File: src/hdl/crq_pkg.sv
// Types and constants shared by the circular queue modules.
`timescale 1ns / 1ps
`default_nettype none

package crq_pkg;

  localparam int unsigned CAP_W   = 7;
  localparam int unsigned DATA_W  = 32;
  localparam int unsigned TDATA_W = 40;

  localparam logic [CAP_W-1:0]  CAP_RESET      = 7'd64;
  localparam logic [DATA_W-1:0] UNDERFLOW_DATA = 32'hFFFF_FFFF;

  typedef enum logic [1:0] {
    OP_ENQ = 2'd0,
    OP_DEQ = 2'd1,
    OP_REV = 2'd2,
    OP_NOP = 2'd3
  } crq_op_e;

  typedef enum logic [1:0] {
    ST_OK        = 2'd0,
    ST_OVERFLOW  = 2'd1,
    ST_UNDERFLOW = 2'd2,
    ST_INVALID   = 2'd3
  } crq_status_e;

  typedef enum logic [2:0] {
    BK_IDLE,
    BK_FOLD,
    BK_DEQ,
    BK_REV_MOD,
    BK_SWAP_RD,
    BK_SWAP_WA,
    BK_SWAP_WB,
    BK_REV_END
  } crq_state_e;

  typedef struct packed {
    crq_op_e           op;
    logic [DATA_W-1:0] value;
    logic [CAP_W-1:0]  k;
  } crq_req_t;

endpackage

`default_nettype wire

File: src/hdl/circular_queue_reverse_first_k_core.sv
// A request passes through the two-entry front queue to the executor; results are registered.
// Enqueue, overflow, underflow, invalid and unknown requests are finished in the idle state.
// Dequeue reads through a registered memory read port and answers from the BK_DEQ state.
// Reverse reduces the span end by capacity subtractions, then swaps floor(k/2) pairs.
// Each capacity write starts a fold pass that delays work.
// Reset is asynchronous active low: queue empty, capacity 64, memory contents kept.
`timescale 1ns / 1ps
`default_nettype none

module circular_queue_reverse_first_k_core
  import crq_pkg::*;
#(
  parameter int unsigned DEPTH = 64
) (
  input  wire logic               clk_i,
  input  wire logic               rst_ni,
  input  wire logic               cfg_we_i,
  input  wire logic [CAP_W-1:0]   cfg_wdata_i,
  input  wire logic               s_axis_tvalid,
  output      logic               s_axis_tready,
  input  wire logic [TDATA_W-1:0] s_axis_tdata,  // value [31:0], k [38:32]
  input  wire logic [1:0]         s_axis_tuser,  // req_type [1:0]
  output      logic               m_axis_tvalid,
  input  wire logic               m_axis_tready,
  output      logic [TDATA_W-1:0] m_axis_tdata,  // data [31:0], occupancy [38:32]
  output      logic [1:0]         m_axis_tuser   // status [1:0]
);

  localparam logic [CAP_W-1:0] CAP_LIMIT = CAP_W'((DEPTH > 127) ? 127 : DEPTH);

  logic [CAP_W-1:0] cap_q;
  logic [CAP_W-1:0] eff_cap;
  logic             req_valid, req_ready;
  crq_req_t         req;

  // Capacity register.
  always_ff @(posedge clk_i or negedge rst_ni) begin
    if (!rst_ni) begin
      cap_q <= CAP_RESET;
    end else if (cfg_we_i) begin
      cap_q <= cfg_wdata_i;
    end
  end

  // Clamp the capacity into 1..min(DEPTH, 127).
  always_comb begin
    if (cap_q == '0) begin
      eff_cap = 7'd1;
    end else if (cap_q > CAP_LIMIT) begin
      eff_cap = CAP_LIMIT;
    end else begin
      eff_cap = cap_q;
    end
  end

  crq_front u_front (
    .clk_i         (clk_i),
    .rst_ni        (rst_ni),
    .s_axis_tvalid (s_axis_tvalid),
    .s_axis_tready (s_axis_tready),
    .s_axis_tdata  (s_axis_tdata),
    .s_axis_tuser  (s_axis_tuser),
    .req_valid_o   (req_valid),
    .req_ready_i   (req_ready),
    .req_o         (req)
  );

  crq_back #(
    .DEPTH (DEPTH)
  ) u_back (
    .clk_i         (clk_i),
    .rst_ni        (rst_ni),
    .eff_cap_i     (eff_cap),
    .cap_wr_i      (cfg_we_i),
    .req_valid_i   (req_valid),
    .req_ready_o   (req_ready),
    .req_i         (req),
    .m_axis_tvalid (m_axis_tvalid),
    .m_axis_tready (m_axis_tready),
    .m_axis_tdata  (m_axis_tdata),
    .m_axis_tuser  (m_axis_tuser)
  );

endmodule

`default_nettype wire

File: src/hdl/crq_front.sv
// Front end: accepts request transfers, decodes them and buffers them in a short queue.
`timescale 1ns / 1ps
`default_nettype none

module crq_front
  import crq_pkg::*;
(
  input  wire logic               clk_i,
  input  wire logic               rst_ni,
  input  wire logic               s_axis_tvalid,
  output      logic               s_axis_tready,
  input  wire logic [TDATA_W-1:0] s_axis_tdata,  // value [31:0], k [38:32]
  input  wire logic [1:0]         s_axis_tuser,  // req_type [1:0]
  output      logic               req_valid_o,
  input  wire logic               req_ready_i,
  output      crq_req_t           req_o
);

  crq_req_t   slot_q [2];
  logic [1:0] cnt_q, cnt_d;
  logic       wr_ptr_q, rd_ptr_q;
  crq_req_t   dec_req;
  logic       push, pop;

  // Decode the request kind and split the data word.
  always_comb begin
    dec_req.value = s_axis_tdata[DATA_W-1:0];
    dec_req.k     = s_axis_tdata[DATA_W+CAP_W-1:DATA_W];
    unique case (s_axis_tuser)
      2'd0:    dec_req.op = OP_ENQ;
      2'd1:    dec_req.op = OP_DEQ;
      2'd2:    dec_req.op = OP_REV;
      default: dec_req.op = OP_NOP;
    endcase
  end

  assign s_axis_tready = (cnt_q != 2'd2);
  assign push          = s_axis_tvalid && s_axis_tready;
  assign req_valid_o   = (cnt_q != 2'd0);
  assign pop           = req_valid_o && req_ready_i;
  assign req_o         = slot_q[rd_ptr_q];

  always_comb begin
    cnt_d = cnt_q;
    if (push && !pop) begin
      cnt_d = cnt_q + 2'd1;
    end else if (pop && !push) begin
      cnt_d = cnt_q - 2'd1;
    end
  end

  // Queue pointers and fill count.
  always_ff @(posedge clk_i or negedge rst_ni) begin
    if (!rst_ni) begin
      cnt_q    <= 2'd0;
      wr_ptr_q <= 1'b0;
      rd_ptr_q <= 1'b0;
    end else begin
      cnt_q <= cnt_d;
      if (push) begin
        wr_ptr_q <= ~wr_ptr_q;
      end
      if (pop) begin
        rd_ptr_q <= ~rd_ptr_q;
      end
    end
  end

  // Queue payload storage.
  always_ff @(posedge clk_i) begin
    if (push) begin
      slot_q[wr_ptr_q] <= dec_req;
    end
  end

endmodule

`default_nettype wire

File: src/hdl/crq_back.sv
// Back end: executes queued requests on the word memory and holds the result register.
`timescale 1ns / 1ps
`default_nettype none

module crq_back
  import crq_pkg::*;
#(
  parameter int unsigned DEPTH = 64
) (
  input  wire logic               clk_i,
  input  wire logic               rst_ni,
  input  wire logic [CAP_W-1:0]   eff_cap_i,
  input  wire logic               cap_wr_i,
  input  wire logic               req_valid_i,
  output      logic               req_ready_o,
  input  wire crq_req_t           req_i,
  output      logic               m_axis_tvalid,
  input  wire logic               m_axis_tready,
  output      logic [TDATA_W-1:0] m_axis_tdata,  // data [31:0], occupancy [38:32]
  output      logic [1:0]         m_axis_tuser   // status [1:0]
);

  // Indexes never reach 128 because the capacity register is 7 bits wide.
  localparam int unsigned MD = (DEPTH < 128) ? DEPTH : 128;
  localparam int unsigned AW = $clog2(MD);

  crq_state_e        state_q, state_d;
  logic [CAP_W-1:0]  head_q, head_d, tail_q, tail_d, fill_q, fill_d;
  logic [CAP_W-1:0]  head_mod_q, head_mod_d, tail_mod_q, tail_mod_d;
  logic [CAP_W-1:0]  a_q, a_d;
  logic [CAP_W:0]    b_q, b_d;
  logic [CAP_W-2:0]  cnt_q, cnt_d;
  logic              fold_pend_q, fold_pend_d;

  logic [DATA_W-1:0] mem_q [MD];
  logic              mem_we;
  logic [AW-1:0]     mem_waddr, raddr_a, raddr_b;
  logic [DATA_W-1:0] mem_wdata, rdata_a_q, rdata_b_q;
  logic              rd_en;

  logic              out_valid_q;
  crq_status_e       out_status_q;
  logic [DATA_W-1:0] out_data_q;
  logic [CAP_W-1:0]  out_occ_q;
  logic              out_free;
  logic              emit;
  crq_status_e       emit_status;
  logic [DATA_W-1:0] emit_data;
  logic [CAP_W-1:0]  emit_occ;

  assign out_free = !out_valid_q || m_axis_tready;

  // Sequencer: one request at a time, swaps take a read and two writes.
  // head_q and tail_q keep the stored indexes; the _mod copies hold them
  // reduced modulo the current capacity and are the ones used for access.
  always_comb begin
    state_d     = state_q;
    head_d      = head_q;
    tail_d      = tail_q;
    fill_d      = fill_q;
    head_mod_d  = head_mod_q;
    tail_mod_d  = tail_mod_q;
    a_d         = a_q;
    b_d         = b_q;
    cnt_d       = cnt_q;
    fold_pend_d = fold_pend_q;
    req_ready_o = 1'b0;
    mem_we      = 1'b0;
    mem_waddr   = AW'(tail_mod_q);
    mem_wdata   = req_i.value;
    rd_en       = 1'b0;
    raddr_a     = AW'(a_q);
    raddr_b     = AW'(b_q);
    emit        = 1'b0;
    emit_status = ST_OK;
    emit_data   = '0;
    emit_occ    = fill_q;

    unique case (state_q)
      BK_IDLE: begin
        raddr_a = AW'(head_mod_q);
        if (fold_pend_q) begin
          // Restart the reduction from the stored indexes.
          head_mod_d  = head_q;
          tail_mod_d  = tail_q;
          fold_pend_d = 1'b0;
          state_d     = BK_FOLD;
        end else if (req_valid_i && out_free) begin
          req_ready_o = 1'b1;
          unique case (req_i.op)
            OP_ENQ: begin
              emit = 1'b1;
              if (fill_q >= eff_cap_i) begin
                emit_status = ST_OVERFLOW;
              end else begin
                mem_we     = 1'b1;
                tail_d     = (tail_mod_q + 7'd1 == eff_cap_i) ? '0 : tail_mod_q + 7'd1;
                tail_mod_d = tail_d;
                fill_d     = fill_q + 7'd1;
                emit_occ   = fill_d;
              end
            end
            OP_DEQ: begin
              if (fill_q == '0) begin
                emit        = 1'b1;
                emit_status = ST_UNDERFLOW;
                emit_data   = UNDERFLOW_DATA;
              end else begin
                rd_en      = 1'b1;
                head_d     = (head_mod_q + 7'd1 == eff_cap_i) ? '0 : head_mod_q + 7'd1;
                head_mod_d = head_d;
                fill_d     = fill_q - 7'd1;
                state_d    = BK_DEQ;
              end
            end
            OP_REV: begin
              if (req_i.k == '0 || req_i.k > fill_q) begin
                emit        = 1'b1;
                emit_status = ST_INVALID;
              end else begin
                a_d     = head_mod_q;
                b_d     = {1'b0, head_mod_q} + {1'b0, req_i.k} - 8'd1;
                cnt_d   = req_i.k[CAP_W-1:1];
                state_d = BK_REV_MOD;
              end
            end
            default: begin
              emit = 1'b1;
            end
          endcase
        end
      end

      // Fold the indexes into a changed capacity, one subtraction per cycle.
      BK_FOLD: begin
        if (head_mod_q >= eff_cap_i) begin
          head_mod_d = head_mod_q - eff_cap_i;
        end
        if (tail_mod_q >= eff_cap_i) begin
          tail_mod_d = tail_mod_q - eff_cap_i;
        end
        if (head_mod_q < eff_cap_i && tail_mod_q < eff_cap_i) begin
          state_d = BK_IDLE;
        end
      end

      BK_DEQ: begin
        if (out_free) begin
          emit      = 1'b1;
          emit_data = rdata_a_q;
          state_d   = BK_IDLE;
        end
      end

      // Reduce the far end address of the reversed span modulo the capacity.
      BK_REV_MOD: begin
        if (b_q >= {1'b0, eff_cap_i}) begin
          b_d = b_q - {1'b0, eff_cap_i};
        end else if (cnt_q == '0) begin
          state_d = BK_REV_END;
        end else begin
          state_d = BK_SWAP_RD;
        end
      end

      BK_SWAP_RD: begin
        rd_en   = 1'b1;
        state_d = BK_SWAP_WA;
      end

      BK_SWAP_WA: begin
        mem_we    = 1'b1;
        mem_waddr = AW'(a_q);
        mem_wdata = rdata_b_q;
        state_d   = BK_SWAP_WB;
      end

      BK_SWAP_WB: begin
        mem_we    = 1'b1;
        mem_waddr = AW'(b_q);
        mem_wdata = rdata_a_q;
        cnt_d     = cnt_q - 6'd1;
        a_d       = (a_q + 7'd1 == eff_cap_i) ? '0 : a_q + 7'd1;
        b_d       = (b_q[CAP_W-1:0] == '0) ? {1'b0, eff_cap_i - 7'd1} : b_q - 8'd1;
        state_d   = (cnt_q == 6'd1) ? BK_REV_END : BK_SWAP_RD;
      end

      BK_REV_END: begin
        if (out_free) begin
          emit    = 1'b1;
          state_d = BK_IDLE;
        end
      end

      default: begin
        state_d = BK_IDLE;
      end
    endcase

    // A capacity write always asks for a fold pass.
    if (cap_wr_i) begin
      fold_pend_d = 1'b1;
    end
  end

  // Control registers.
  always_ff @(posedge clk_i or negedge rst_ni) begin
    if (!rst_ni) begin
      state_q     <= BK_IDLE;
      head_q      <= '0;
      tail_q      <= '0;
      fill_q      <= '0;
      head_mod_q  <= '0;
      tail_mod_q  <= '0;
      a_q         <= '0;
      b_q         <= '0;
      cnt_q       <= '0;
      fold_pend_q <= 1'b0;
      out_valid_q <= 1'b0;
    end else begin
      state_q     <= state_d;
      head_q      <= head_d;
      tail_q      <= tail_d;
      fill_q      <= fill_d;
      head_mod_q  <= head_mod_d;
      tail_mod_q  <= tail_mod_d;
      a_q         <= a_d;
      b_q         <= b_d;
      cnt_q       <= cnt_d;
      fold_pend_q <= fold_pend_d;
      if (emit) begin
        out_valid_q <= 1'b1;
      end else if (m_axis_tready) begin
        out_valid_q <= 1'b0;
      end
    end
  end

  // Result payload register.
  always_ff @(posedge clk_i) begin
    if (emit) begin
      out_status_q <= emit_status;
      out_data_q   <= emit_data;
      out_occ_q    <= emit_occ;
    end
  end

  // Word memory: one write port and two registered read ports.
  always_ff @(posedge clk_i) begin
    if (mem_we) begin
      mem_q[mem_waddr] <= mem_wdata;
    end
  end

  always_ff @(posedge clk_i) begin
    if (rd_en) begin
      rdata_a_q <= mem_q[raddr_a];
      rdata_b_q <= mem_q[raddr_b];
    end
  end

  assign m_axis_tvalid = out_valid_q;
  assign m_axis_tdata  = {1'b0, out_occ_q, out_data_q};
  assign m_axis_tuser  = out_status_q;

endmodule

`default_nettype wire

File: config.mk
export PLATFORM = sky130hd
export DESIGN_NAME = circular_queue_reverse_first_k_core
export DESIGN_NICKNAME = d
export VERILOG_FILES = /design/src/hdl/crq_pkg.sv /design/src/hdl/circular_queue_reverse_first_k_core.sv /design/src/hdl/crq_front.sv /design/src/hdl/crq_back.sv
export SDC_FILE = /design/constraint.sdc
export NUM_CORES = 2
export LEC_CHECK = 0
export BUFFER_PORTS_ARGS = -buffer_cell sky130_fd_sc_hd__buf_2
export CORE_MARGIN = 5
export CORE_UTILIZATION = 47
export DETAILED_ROUTE_END_ITERATION = 8
export PLACE_DENSITY = 0.61
export SYNTH_ARGS = -nofsm -noshare
export SYNTH_HDL_FRONTEND = slang
export SYNTH_HIERARCHICAL = 1
export SYNTH_SLANG_ARGS = --single-unit
File: constraint.sdc
create_clock -name clk_i -period 7.45 [get_ports clk_i]
set_clock_uncertainty 0.05 [all_clocks]
set_input_delay 1.1175 -clock clk_i [delete_from_list [all_inputs] [get_ports clk_i]]
set_output_delay 1.1175 -clock clk_i [all_outputs]
set_load 0.1 [all_outputs]
==> run metrics <==
status finished clean; Worst Setup End Kind register; CTS sink count approximately 2,300; Post-synth top flop edfxtp_1; DRT Wirelength 355 mm; GR Util met3 0.0682; layout cell share with drive strength beyond 1 0.232; endpoints failing hold 0; leakage power 41.0 nW; num rows 175; pwr/cell area 457 nW/µm²; largest net degree at the start of global routing 127; Crit path largest cell delay approximately 1.0 ns; beginning of the critical path cap_q[6]; CP max-delay cell nor2_4; clock slew at the register clock pins of the worst setup and hold paths 0.06 ns; Final nets about 6,400; crit path time final 5.75 ns; die width 489 µm; crit-path cells nor2b_1, inv_1, ha_1, a21o_1, a31oi_1, o21a_1, nand3_1, buf_4, nand2_1, nand3_1, nor2_4, buf_4; Netlist Area Pre-Place 108,000 µm²; #FFs+latches synth 2,307; I/O pin total 98; Worst EP arrival 6.22 ns; met1 Usage GRT 0.403; core area 228,000 µm²; Peak VDD IR 0.000520 V; Hold WC Path Type in -> reg; Post-synth top cells 2,235 x edfxtp_1, 1,027 x mux2i_1, 672 x mux4_2; CTS tree built; fin. max-slew vios 0; setup violators final 0; overall routing resource usage 0.294; RR Startpoint cap_q[6]; Slew headroom 0.0524; post-synthesis sequential area ratio 0.640; Starting Density 0.473; Max Freq 0.174 GHz; MaxCap Viol Count 0; R2R cell count 12; Clock Path Buffers 3; critical path class reg -> reg; Yosys cell types 73; area share of the largest cell type after synthesis 0.623; DR vias approximately 65,000; WL/cell 37.3 µm; first-pass GRT wire length 496 mm; Req. time, crit path 7.92 ns; Worst-Skew Late Latency 0.90 ns; met2 Track Usage GR 0.463; CTS resizes 0; area leader, netlist edfxtp_1; die span in y 489 µm; Root Driver clkbuf_16; Post-synth EDFFs ~2,200; Synth area leaders edfxtp_1 62%, mux4_2 14%, mux2i_1 9.5%; termination of the worst setup path u_back/mem_q[40][14]; initial antenna violation count 28; Residual DRC 0; postcts setup bufs 0; Avg Synthesized Cell Area approximately 17 µm²; Synth-to-Final Area Change 12.1%; Async SR Flop Fraction 0.0312; Worst R2R Setup Slack 1.70 ns; global placement routability congestion 0.881; number of buffers created by CTS 237; Pre-antenna DRT Iters 6; die footprint 239,000 µm²; critical path peak fanout 20; vias in the first global route 63,913; Post-DP HPWL between 200 and 250 mm; gr busiest metal met2; Worst Tran Pin Value 1.42 ns; input/output buffers 95; startpoint types register; Remaining Overflow, GRT 0; Mapped Nets 6,297; total of warnings raised by yosys 6; Worst R2R End u_back/mem_q[40][14]; RSZ-0062 raised after global routing no; DRT antenna net count 0; Cells after Synth 6,175; setup TNS 0 ns; initial drt markers 9,223; Tcrit/Tclk final 0.772; filler cell count 18,073; CTS Hold Bufs 0; H-tree level count 4; Power Total 55.2 mW; most common cell in the netlist edfxtp_1; via density per instance 6.87
per-layer routing:
metal | vias to the layer above | share of wire | wire length [µm]
met3 | 747 | 0.11 | 38200
li1 | 26256 | - | -
met4 | 4 | 0.041 | 14600
met2 | 3880 | 0.47 | 166000
met5 | - | 0.000096 | 34
met1 | 34538 | 0.38 | 137000
registers in the layout (all words and copies together) (netlist names), 2 cells and up:
name / flops
cap_q: 7
u_back/a_q: 7
u_back/b_q: 8
u_back/cnt_q: 6
u_back/fill_q: 7
u_back/head_mod_q: 7
u_back/head_q: 7
u_back/m_axis_tuser: 2
u_back/mem_q: 2048
u_back/out_data_q: 32
u_back/out_occ_q: 7
u_back/rdata_a_q: 32
u_back/rdata_b_q: 32
u_back/state_q: 3
u_back/tail_mod_q: 7
u_back/tail_q: 7
u_front/cnt_q: 2
u_front/slot_q: 82
cell usage in the layout, fill, tap and decap left out, types with 77 or more instances in the layout:
master	n
o41ai_1	94
mux2i_1	1027
clkbuf_16	243
edfxtp_1	2235
nand2_1	146
buf_2	94
o22ai_1	521
nor2_1	77
mux4_2	672
buf_4	204
power breakdown:
group          leakage (nW)  switching, mW  internal, mW
combinational          16.2           15.6          9.29
sequential             21.0          0.781          17.6
clock                  3.78           5.09          6.87
cell type report:
| class | instances | area [µm²] | share of cell area |
|---|---|---|---|
| Multi-Input combinational cell | 3335 | 37100 | 0.307 |
| Antenna cell | 13 | 32.5 | 0.000269 |
| Clock buffer | 304 | 6360 | 0.0526 |
| Tap cell | 3009 | 3760 | 0.0312 |
| Inverter | 72 | 280 | 0.00232 |
| Clock inverter | 139 | 1420 | 0.0117 |
| Sequential cell | 2307 | 68900 | 0.571 |
| Timing Repair Buffer | 344 | 2920 | 0.0242 |
cell families after synthesis:
kind of cell,share of synthesized area
buffers and inverters,0.0220
adder cells (fa/ha/maj),0.00818
flip-flops,0.640
AO/OA/AOI/OAI,0.0607
AND/OR/NAND/NOR,0.0212
other,0.0000348
XOR/XNOR,0.00561
multiplexers,0.243
metrics by stage:
step	instances	setup slack, ns	area, µm²	utilization	hold WS, ns
after detailed placement	9067	1.99	113000	0.496	0.421
final	9523	1.70	121000	0.531	0.355
after CTS	9510	1.92	121000	0.530	0.286
after global routing	9520	1.67	121000	0.531	0.321
after floorplan	6175	0.108	108000	-	0.391
after global placement	9067	1.93	113000	0.496	0.409
worst min path at each step:
stage | start | end | slack [ns] | cells after the start
2_1_floorplan | u_back/tail_q[4] | u_back/tail_q[4] | 0.39 | 2
3_3_place_gp | u_back/tail_q[4] | u_back/tail_q[4] | 0.41 | 2
3_5_place_dp | u_back/tail_q[1] | u_back/tail_q[1] | 0.42 | 2
4_1_cts | s_axis_tdata[10] | u_front/slot_q[0][17] | 0.29 | 1
5_1_grt | s_axis_tdata[3] | u_front/slot_q[1][10] | 0.32 | 1
6_report | s_axis_tdata[10] | u_front/slot_q[0][17] | 0.36 | 1
worst max-delay path, delay by kind of cell, from the launching register on:
kind | cells | cell delay, ns
simple gates | 5 | 2.79
flops | 1 | 0.44
fa+ha+maj | 1 | 0.41
compound gates | 3 | 0.57
buf+inv | 3 | 1.08
No activity file was read; power rests on OpenSTA's default activity.
